[src/design/ssac_pkg.sv]
// ----------------------------------------------------------------------------
// ssac_pkg
// Shared types and codes for the sorted site agreement counter.
// ----------------------------------------------------------------------------
package ssac_pkg;

	localparam int POS_W    = 30;
	localparam int ALLELE_W = 8;
	localparam int COUNT_W  = 7;

	// Item modes
	localparam logic [1:0] MODE_LOAD_A  = 2'd0;
	localparam logic [1:0] MODE_LOAD_B  = 2'd1;
	localparam logic [1:0] MODE_COMPARE = 2'd2;

	localparam logic [COUNT_W-1:0] COUNT_MAX = '1;

	typedef struct packed {
		logic [1:0]          mode;
		logic [POS_W-1:0]    position;
		logic [ALLELE_W-1:0] allele;
	} in_item_t;

	typedef struct packed {
		logic [COUNT_W-1:0] agree_count;
		logic [COUNT_W-1:0] disagree_count;
		logic               overflow;
	} out_item_t;

	// One stored list entry
	typedef struct packed {
		logic [POS_W-1:0]    position;
		logic [ALLELE_W-1:0] allele;
	} site_t;

	localparam int SITE_W = $bits(site_t);

endpackage

[src/design/sorted_site_agreement_count_top.sv]
// ----------------------------------------------------------------------------
// sorted_site_agreement_count_top
// Loads two ascending site lists and merge-walks them to count shared sites.
// ----------------------------------------------------------------------------
// Walk: a compare item runs S walk steps, S at most a_len + b_len - 1
//   (zero when a list is empty); input is held off until the result is out.
// Throughput: the walk does one step per cycle, set by the single read port of
//   each list RAM; the result then lands in the output register.
// Reset: arst_n clears both list lengths, the lost-load flag, the sequencer
//   and the output valid flag. RAM contents are not cleared.
module sorted_site_agreement_count_top #(
	parameter int MAX_SITES = 64
) (
	input  logic                clk,
	input  logic                arst_n,
	input  logic                in_valid,
	output logic                in_ready,
	input  ssac_pkg::in_item_t  in_data,
	output logic                out_valid,
	input  logic                out_ready,
	output ssac_pkg::out_item_t out_data
);

	import ssac_pkg::*;

	localparam int LW = $clog2(MAX_SITES + 1);  // length / pointer width
	localparam int IW = $clog2(MAX_SITES);      // RAM index width
	localparam logic [LW-1:0] FULL = LW'(MAX_SITES);

	typedef enum logic [2:0] {
		ST_IDLE = 3'b001,
		ST_WALK = 3'b010,
		ST_DONE = 3'b100
	} state_t;

	state_t             state_q;
	logic [LW-1:0]      a_len_q, b_len_q;
	logic               lost_q;
	logic [LW-1:0]      ia_q, jb_q;
	logic [LW-1:0]      ia_nx, jb_nx;
	logic [COUNT_W-1:0] agree_q, disagree_q;
	logic               out_valid_q;
	out_item_t          out_data_q;

	logic               in_fire;
	logic               slot_free;
	logic               hit, walk_end;
	logic               wr_a, wr_b;
	logic [SITE_W-1:0]  a_rdata, b_rdata;
	site_t              a_rd, b_rd, wr_site;

	assign in_ready  = (state_q == ST_IDLE);
	assign in_fire   = in_valid && in_ready;
	assign slot_free = !out_valid_q || out_ready;

	// Loads only happen in idle and the walk only reads, so the write port is
	// never used while the walk reads the lists.
	assign wr_site.position = in_data.position;
	assign wr_site.allele   = in_data.allele;
	assign wr_a = in_fire && (in_data.mode == MODE_LOAD_A) && (a_len_q != FULL);
	assign wr_b = in_fire && (in_data.mode == MODE_LOAD_B) && (b_len_q != FULL);

	ssac_ram #(.WIDTH(SITE_W), .DEPTH(MAX_SITES)) u_ram_a (
		.clk     (clk),
		.wr_en   (wr_a),
		.wr_addr (a_len_q[IW-1:0]),
		.wr_data (wr_site),
		.rd_addr (ia_nx[IW-1:0]),
		.rd_data (a_rdata)
	);

	ssac_ram #(.WIDTH(SITE_W), .DEPTH(MAX_SITES)) u_ram_b (
		.clk     (clk),
		.wr_en   (wr_b),
		.wr_addr (b_len_q[IW-1:0]),
		.wr_data (wr_site),
		.rd_addr (jb_nx[IW-1:0]),
		.rd_data (b_rdata)
	);

	assign a_rd = site_t'(a_rdata);
	assign b_rd = site_t'(b_rdata);

	// Walk step: the RAM outputs hold A[ia] and B[jb]. Advance B while the A
	// position is greater; otherwise score an equal position and advance A.
	// The next pointers also address the RAMs, so the next pair arrives in
	// the following cycle. In idle the pointers aim at entry zero so a compare
	// finds the first pair ready when the walk starts.
	always_comb begin
		ia_nx    = ia_q;
		jb_nx    = jb_q;
		hit      = 1'b0;
		walk_end = 1'b0;
		case (state_q)
			ST_IDLE: begin
				ia_nx = '0;
				jb_nx = '0;
			end
			ST_WALK: begin
				if (a_rd.position > b_rd.position) begin
					jb_nx = jb_q + 1'b1;
				end else begin
					ia_nx = ia_q + 1'b1;
				end
				hit      = (a_rd.position == b_rd.position);
				walk_end = (ia_nx == a_len_q) || (jb_nx == b_len_q);
			end
			default: begin
			end
		endcase
	end

	always_ff @(posedge clk or negedge arst_n) begin
		if (!arst_n) begin
			state_q    <= ST_IDLE;
			a_len_q    <= '0;
			b_len_q    <= '0;
			lost_q     <= 1'b0;
			ia_q       <= '0;
			jb_q       <= '0;
			agree_q    <= '0;
			disagree_q <= '0;
		end else begin
			ia_q <= ia_nx;
			jb_q <= jb_nx;
			case (state_q)
				ST_IDLE: begin
					if (in_fire) begin
						case (in_data.mode)
							MODE_LOAD_A: begin
								// drop and flag a load into a full list
								if (a_len_q != FULL) begin
									a_len_q <= a_len_q + 1'b1;
								end else begin
									lost_q <= 1'b1;
								end
							end
							MODE_LOAD_B: begin
								if (b_len_q != FULL) begin
									b_len_q <= b_len_q + 1'b1;
								end else begin
									lost_q <= 1'b1;
								end
							end
							MODE_COMPARE: begin
								agree_q    <= '0;
								disagree_q <= '0;
								// an empty list has nothing to walk
								if ((a_len_q == '0) || (b_len_q == '0)) begin
									state_q <= ST_DONE;
								end else begin
									state_q <= ST_WALK;
								end
							end
							default: begin
								// unused mode: ignore
							end
						endcase
					end
				end
				ST_WALK: begin
					if (hit) begin
						if (a_rd.allele == b_rd.allele) begin
							if (agree_q != COUNT_MAX) begin
								agree_q <= agree_q + 1'b1;
							end
						end else begin
							if (disagree_q != COUNT_MAX) begin
								disagree_q <= disagree_q + 1'b1;
							end
						end
					end
					if (walk_end) begin
						state_q <= ST_DONE;
					end
				end
				ST_DONE: begin
					// hold until the output register can take the result
					if (slot_free) begin
						a_len_q <= '0;
						b_len_q <= '0;
						lost_q  <= 1'b0;
						state_q <= ST_IDLE;
					end
				end
				default: begin
					state_q <= ST_IDLE;
				end
			endcase
		end
	end

	// Output register: parts the walk from the consumer.
	always_ff @(posedge clk or negedge arst_n) begin
		if (!arst_n) begin
			out_valid_q <= 1'b0;
		end else if ((state_q == ST_DONE) && slot_free) begin
			out_valid_q <= 1'b1;
		end else if (out_ready) begin
			out_valid_q <= 1'b0;
		end
	end

	always_ff @(posedge clk) begin
		if ((state_q == ST_DONE) && slot_free) begin
			out_data_q.agree_count    <= agree_q;
			out_data_q.disagree_count <= disagree_q;
			out_data_q.overflow       <= lost_q;
		end
	end

	assign out_valid = out_valid_q;
	assign out_data  = out_data_q;

endmodule

[src/design/ssac_ram.sv]
// ----------------------------------------------------------------------------
// ssac_ram
// Generic single-write, single-read RAM with a registered read port.
// ----------------------------------------------------------------------------
module ssac_ram #(
	parameter int WIDTH = 38,
	parameter int DEPTH = 64
) (
	input  logic                     clk,
	input  logic                     wr_en,
	input  logic [$clog2(DEPTH)-1:0] wr_addr,
	input  logic [WIDTH-1:0]         wr_data,
	input  logic [$clog2(DEPTH)-1:0] rd_addr,
	output logic [WIDTH-1:0]         rd_data
);

	logic [WIDTH-1:0] mem [DEPTH];

	always_ff @(posedge clk) begin
		if (wr_en) begin
			mem[wr_addr] <= wr_data;
		end
		rd_data <= mem[rd_addr];
	end

endmodule

[config.mk]
export PLATFORM = sky130hd
export DESIGN_NAME = sorted_site_agreement_count_top
export DESIGN_NICKNAME = d
export VERILOG_FILES = /design/src/design/ssac_pkg.sv /design/src/design/sorted_site_agreement_count_top.sv /design/src/design/ssac_ram.sv
export SDC_FILE = /design/constraint.sdc
export NUM_CORES = 2
export LEC_CHECK = 0
export BUFFER_PORTS_ARGS = -buffer_cell sky130_fd_sc_hd__buf_2
export CORE_MARGIN = 4
export CORE_UTILIZATION = 41
export DETAILED_ROUTE_END_ITERATION = 10
export PLACE_DENSITY = 0.59
export SLEW_MARGIN = 30
export SYNTH_ARGS = -nofsm -noshare
export SYNTH_HDL_FRONTEND = slang
export SYNTH_HIERARCHICAL = 1
export SYNTH_MEMORY_MAX_BITS = 65536
export SYNTH_SLANG_ARGS = --single-unit
[constraint.sdc]
create_clock -name clk -period 9.5 [get_ports clk]
set_clock_uncertainty 0.2 [all_clocks]
set_input_delay 2.85 -clock clk [delete_from_list [all_inputs] [get_ports clk]]
set_output_delay 2.85 -clock clk [all_outputs]
set_load 0.05 [all_outputs]
==> impl_metrics.prom <==
# TYPE chip_impl_metric gauge
chip_impl_info{name="outcome",value="completed"} 1
chip_impl_metric{name="synthesis.instances",unit=""} 8441
chip_impl_info{name="cp_cell_sequence",value="ha_1, a21oi_1, o21ai_0, a21oi_1, a31oi_1, nor2_2, nand2_1, o21ai_4, buf_4, buf_12, buf_12, mux4_2, o22ai_1, nor2_1, a21oi_2, nor2_1"} 1
chip_impl_metric{name="post_synth_num_cell_types",unit=""} 70
chip_impl_info{name="root_buffer",value="clkbuf_16"} 1
chip_impl_info{name="grt_setup_unrepaired",value="no"} 1
chip_impl_metric{name="required",unit="ps"} 10130
chip_impl_metric{name="grt_use_total",unit="%"} 21.4
chip_impl_metric{name="start_util",unit="%"} 41.2
chip_impl_metric{name="grt_antenna_before_repair",unit=""} 34
chip_impl_metric{name="grt_max_degree",unit=""} 108
chip_impl_info{name="worst_hold_path_type",value="flip-flop to flip-flop"} 1
chip_impl_metric{name="placement_rows",unit=""} 249
chip_impl_info{name="critical_path.top_delay_family",value="compound AO/OA/AOI/OAI gates"} 1
chip_impl_metric{name="nFillCells",unit=""} 37500
chip_impl_info{name="most_common_library_cell_in_the_layout_ignoring_fill_and_taps",value="edfxtp_1"} 1
chip_impl_metric{name="design.die.area",unit="µm²"} 475000
chip_impl_metric{name="drv_cap",unit=""} 0
chip_impl_metric{name="finalSetupTns",unit="ps"} 0
chip_impl_info{name="setup.worst_path.end_class",value="flip-flop"} 1
chip_impl_metric{name="io-pin-count",unit=""} 61
chip_impl_metric{name="path_max_fanout",unit=""} 62
chip_impl_metric{name="final-instance-count-excl-fill",unit=""} 15500
chip_impl_metric{name="holdBufCountCts",unit=""} 0
chip_impl_metric{name="bufs_on_longest_clock_path",unit=""} 4
chip_impl_info{name="tritoncts",value="built"} 1
chip_impl_metric{name="power.density_cell_area",unit="nW/µm²"} 221
chip_impl_metric{name="chipWidth",unit="µm"} 689
chip_impl_metric{name="area_growth",unit="%"} 13.6
chip_impl_metric{name="design.core.area",unit="µm²"} 461000
chip_impl_metric{name="fin_crit",unit="ps"} 7420
chip_impl_metric{name="power_leakage",unit="nW"} 65.2
chip_impl_metric{name="critical_path_cell_count",unit=""} 16
chip_impl_info{name="setup.worst_path.class",value="flip-flop to flip-flop"} 1
chip_impl_metric{name="post_synth_xor_xnor_area",unit="%"} 0.212
chip_impl_metric{name="post_synth_and_or_nand_nor_area_fraction",unit="%"} 1.63
chip_impl_metric{name="cts_setup_buffers",unit=""} 0
chip_impl_info{name="synth_top_flop_cell",value="edfxtp_1"} 1
chip_impl_metric{name="post-route-period-util",unit="%"} 78.1
chip_impl_metric{name="detailedRoute.firstIterationViolations",unit=""} 12300
chip_impl_metric{name="drtAntennaViolNets",unit=""} 0
chip_impl_metric{name="routabilityCongestion",unit=""} 0.842
chip_impl_metric{name="postSynthNetCount",unit=""} 8523
chip_impl_metric{name="grt.overflow.total",unit=""} 0
chip_impl_metric{name="cts-htree-levels",unit=""} 5
chip_impl_metric{name="synth_warnings",unit=""} 6
chip_impl_metric{name="insertion_delay",unit="ps"} 1010
chip_impl_metric{name="syn_area_per_cell",unit="µm²"} 22.5
chip_impl_metric{name="total_half_perimeter_wirelength_after_legalization_and_detailed_placement",unit="µm"} 303000
chip_impl_metric{name="synth_async_reset_ratio",unit="%"} 0.940
chip_impl_metric{name="share_of_layout_cells_above_drive_strength_1",unit="%"} 27.6
chip_impl_metric{name="final_hold_viol_count",unit=""} 0
chip_impl_metric{name="drc",unit=""} 0
chip_impl_metric{name="tritoncts_num_sinks",unit=""} 5002
chip_impl_info{name="layout.cells.most_common_list",value="edfxtp_1, mux4_2, clkbuf_16"} 1
chip_impl_info{name="worst_path_max_delay_cell",value="o21ai_4"} 1
chip_impl_metric{name="tightest_slew",unit="ps"} 1080
chip_impl_metric{name="dr_pass1_iterations",unit=""} 6
chip_impl_metric{name="register_to_register_path_depth",unit=""} 16
chip_impl_metric{name="achievable-frequency",unit="MHz"} 135
chip_impl_metric{name="chipHeight",unit="µm"} 689
chip_impl_metric{name="seq_area_frac_synth",unit="%"} 78.5
chip_impl_metric{name="timing.critical_path.buf_inv",unit=""} 3
chip_impl_metric{name="max_slew_vio_count",unit=""} 0
chip_impl_metric{name="synth_edf_count",unit=""} 4879
chip_impl_metric{name="total_number_of_nets_in_the_final_design",unit=""} 8961
chip_impl_metric{name="post_synth_instance_area",unit="µm²"} 190000
chip_impl_info{name="worstSetupStartpointType",value="flip-flop"} 1
chip_impl_metric{name="placement.io_buffers",unit=""} 60
chip_impl_metric{name="ctsResizeCount",unit=""} 0
chip_impl_metric{name="ir_drop",unit="µV"} 185
chip_impl_metric{name="synth-compound-area-share",unit="%"} 2.81
chip_impl_info{name="combinational_family_with_the_most_area_after_synthesis",value="multiplexers"} 1
chip_impl_metric{name="first_global_vias",unit=""} 92800
chip_impl_metric{name="placed_cells_incl_taps",unit=""} 14500
chip_impl_metric{name="tritoncts.num_buffers",unit=""} 481
chip_impl_metric{name="holdPathStages",unit=""} 0
chip_impl_metric{name="postRouteWirelength",unit="µm"} 514000
chip_impl_metric{name="wire_per_inst",unit="µm"} 33.2
chip_impl_metric{name="timing.critical_path.arrival",unit="ps"} 8060
chip_impl_metric{name="slew_hr",unit="%"} 27.9
chip_impl_metric{name="synthAdderAreaFrac",unit="%"} 0.250
chip_impl_metric{name="fraction_of_synthesized_area_in_multiplexers",unit="%"} 15.4
chip_impl_metric{name="routed_via_density",unit=""} 5.97
chip_impl_metric{name="grt_pass1_wl",unit="µm"} 722000
chip_impl_metric{name="hold_ws",unit="ps"} 279
chip_impl_metric{name="synth-seq-cells",unit=""} 5002
chip_impl_metric{name="cpPeakStageDelay",unit="ps"} 800
chip_impl_metric{name="routed-via-count",unit=""} 92200
chip_impl_metric{name="finalSetupViolations",unit=""} 0
chip_impl_metric{name="clkSlewWorstSetupHoldPaths",unit="ps"} 60
## sequential cells by signal, summed over array words and instances, names as in the netlist, 3 cells and up
| register | flops |
|---|---|
| u_ram_a/mem | 2432 |
| u_ram_b/mem | 2432 |
| u_ram_a/rd_data | 38 |
| u_ram_b/rd_data | 38 |
| out_data | 15 |
| a_len_q | 7 |
| agree_q | 7 |
| b_len_q | 7 |
| disagree_q | 7 |
| ia_q | 7 |
| jb_q | 7 |
| state_q | 3 |
## per-layer routing
| metal | up-vias | track usage (%) | part of all wire [%] | routed length [µm] |
|---|---|---|---|---|
| li1 | 36800 | - | - | - |
| met1 | 50300 | 30.2 | 40 | 205000 |
| met2 | 4434 | 34.2 | 48 | 247000 |
| met3 | 693 | 4.31 | 9.1 | 46900 |
| met4 | 8 | 5.98 | 2.9 | 15100 |
| met5 | - | 0 | 0.010 | 52 |
## cells by family (layout without fill, tap and decap cells)
| kind of cell | Yosys count | after routing |
|---|---|---|
| simple gates | 689 | 689 |
| other cells | 0 | 22 |
| flops | 5002 | 5002 |
| buf+inv | 484 | 1328 |
| xor+xnor | 46 | 46 |
| compound gates | 792 | 792 |
| mux | 1390 | 1390 |
| fa+ha+maj | 38 | 38 |
## worst reg2reg max path: stages (launching register included)
cell	delay (ps)
dfxtp_1	540
ha_1	370
a21oi_1	210
o21ai_0	230
a21oi_1	520
a31oi_1	470
nor2_2	440
nand2_1	330
o21ai_4	800
buf_4	390
buf_12	440
buf_12	400
mux4_2	550
o22ai_1	370
nor2_1	190
a21oi_2	700
nor2_1	120
## layout make-up
cell class                      instances  area [µm²]  area share [%]
Antenna cell                           22        55.1          0.0255
Clock buffer                          611       12900            5.97
Clock inverter                        278        2430            1.13
Inverter                               39         146          0.0678
Multi-Input combinational cell       2955       39800            18.4
Sequential cell                      5002      149000            69.1
Tap cell                             6149        7690            3.56
Timing Repair Buffer                  400        3840            1.78
## final timing paths
kind / startpoint / to / slack [ps]
max: u_ram_a/rd_data[37]$_DFF_P_ / u_ram_a/rd_data[36]$_DFF_P_ / 2080
min in group asynchronous: arst_n / agree_q[6]$_DFFE_PN0P_ / 1690
min: lost_q$_DFFE_PN0P_ / out_data[0]$_DFFE_PP_ / 280
max in group asynchronous: arst_n / jb_q[5]$_DFF_PN0_ / 6940
min reg2reg: lost_q$_DFFE_PN0P_ / out_data[0]$_DFFE_PP_ / 280
max reg2reg: u_ram_a/rd_data[37]$_DFF_P_ / u_ram_a/rd_data[36]$_DFF_P_ / 2080
## per-stage QoR
step | total power [mW] | setup slack [ps] | util [%] | instance area [µm²]
after floorplan | 28.1 | 2490 | - | 190000
after global placement | 29.6 | 1940 | 43.3 | 200000
after detailed placement | 29.7 | 2360 | 43.4 | 200000
after CTS | 48.2 | 2320 | 46.8 | 216000
after global routing | 49.4 | 1760 | 46.8 | 216000
final | 47.8 | 2080 | 46.9 | 216000
## power breakdown
group | internal [mW] | total, mW | switching (mW) | leakage [nW]
Combinational | 2.01 | 4.67 | 2.66 | 12.6
Sequential | 24.4 | 24.5 | 0.138 | 45.1
Clock | 10.5 | 18.6 | 8.09 | 7.51
Total | 36.9 | 47.8 | 10.9 | 65.2
## synthesized netlist by cell type (5+ instances only)
cell type / number / area share [%]
a21oi_1: 176 / 0.46
a22oi_1: 277 / 1.1
a31oi_1: 7 / 0.023
and2_1: 5 / 0.016
and3_1: 12 / 0.039
buf_1: 56 / 0.11
buf_2: 123 / 0.32
buf_4: 38 / 0.15
buf_6: 40 / 0.24
clkbuf_1: 187 / 0.37
dfrtp_1: 46 / 0.61
dfxtp_1: 76 / 0.80
edfxtp_1: 4879 / 77
ha_1: 38 / 0.25
inv_1: 39 / 0.077
mux2_2: 48 / 0.28
mux2i_1: 126 / 0.66
mux4_2: 1216 / 14
nand2_1: 198 / 0.39
nand2b_1: 27 / 0.089
nand3_1: 32 / 0.084
nand3b_1: 12 / 0.047
nand4_1: 19 / 0.063
nor2_1: 296 / 0.58
nor2b_1: 23 / 0.076
nor3_1: 27 / 0.071
o21a_1: 5 / 0.020
o21ai_0: 26 / 0.068
o221ai_1: 64 / 0.29
o22ai_1: 206 / 0.68
or2_2: 6 / 0.020
or3_1: 5 / 0.016
or3b_2: 8 / 0.037
xnor2_1: 29 / 0.13
xor2_1: 17 / 0.078
No activity file was read; power rests on OpenSTA's default activity.
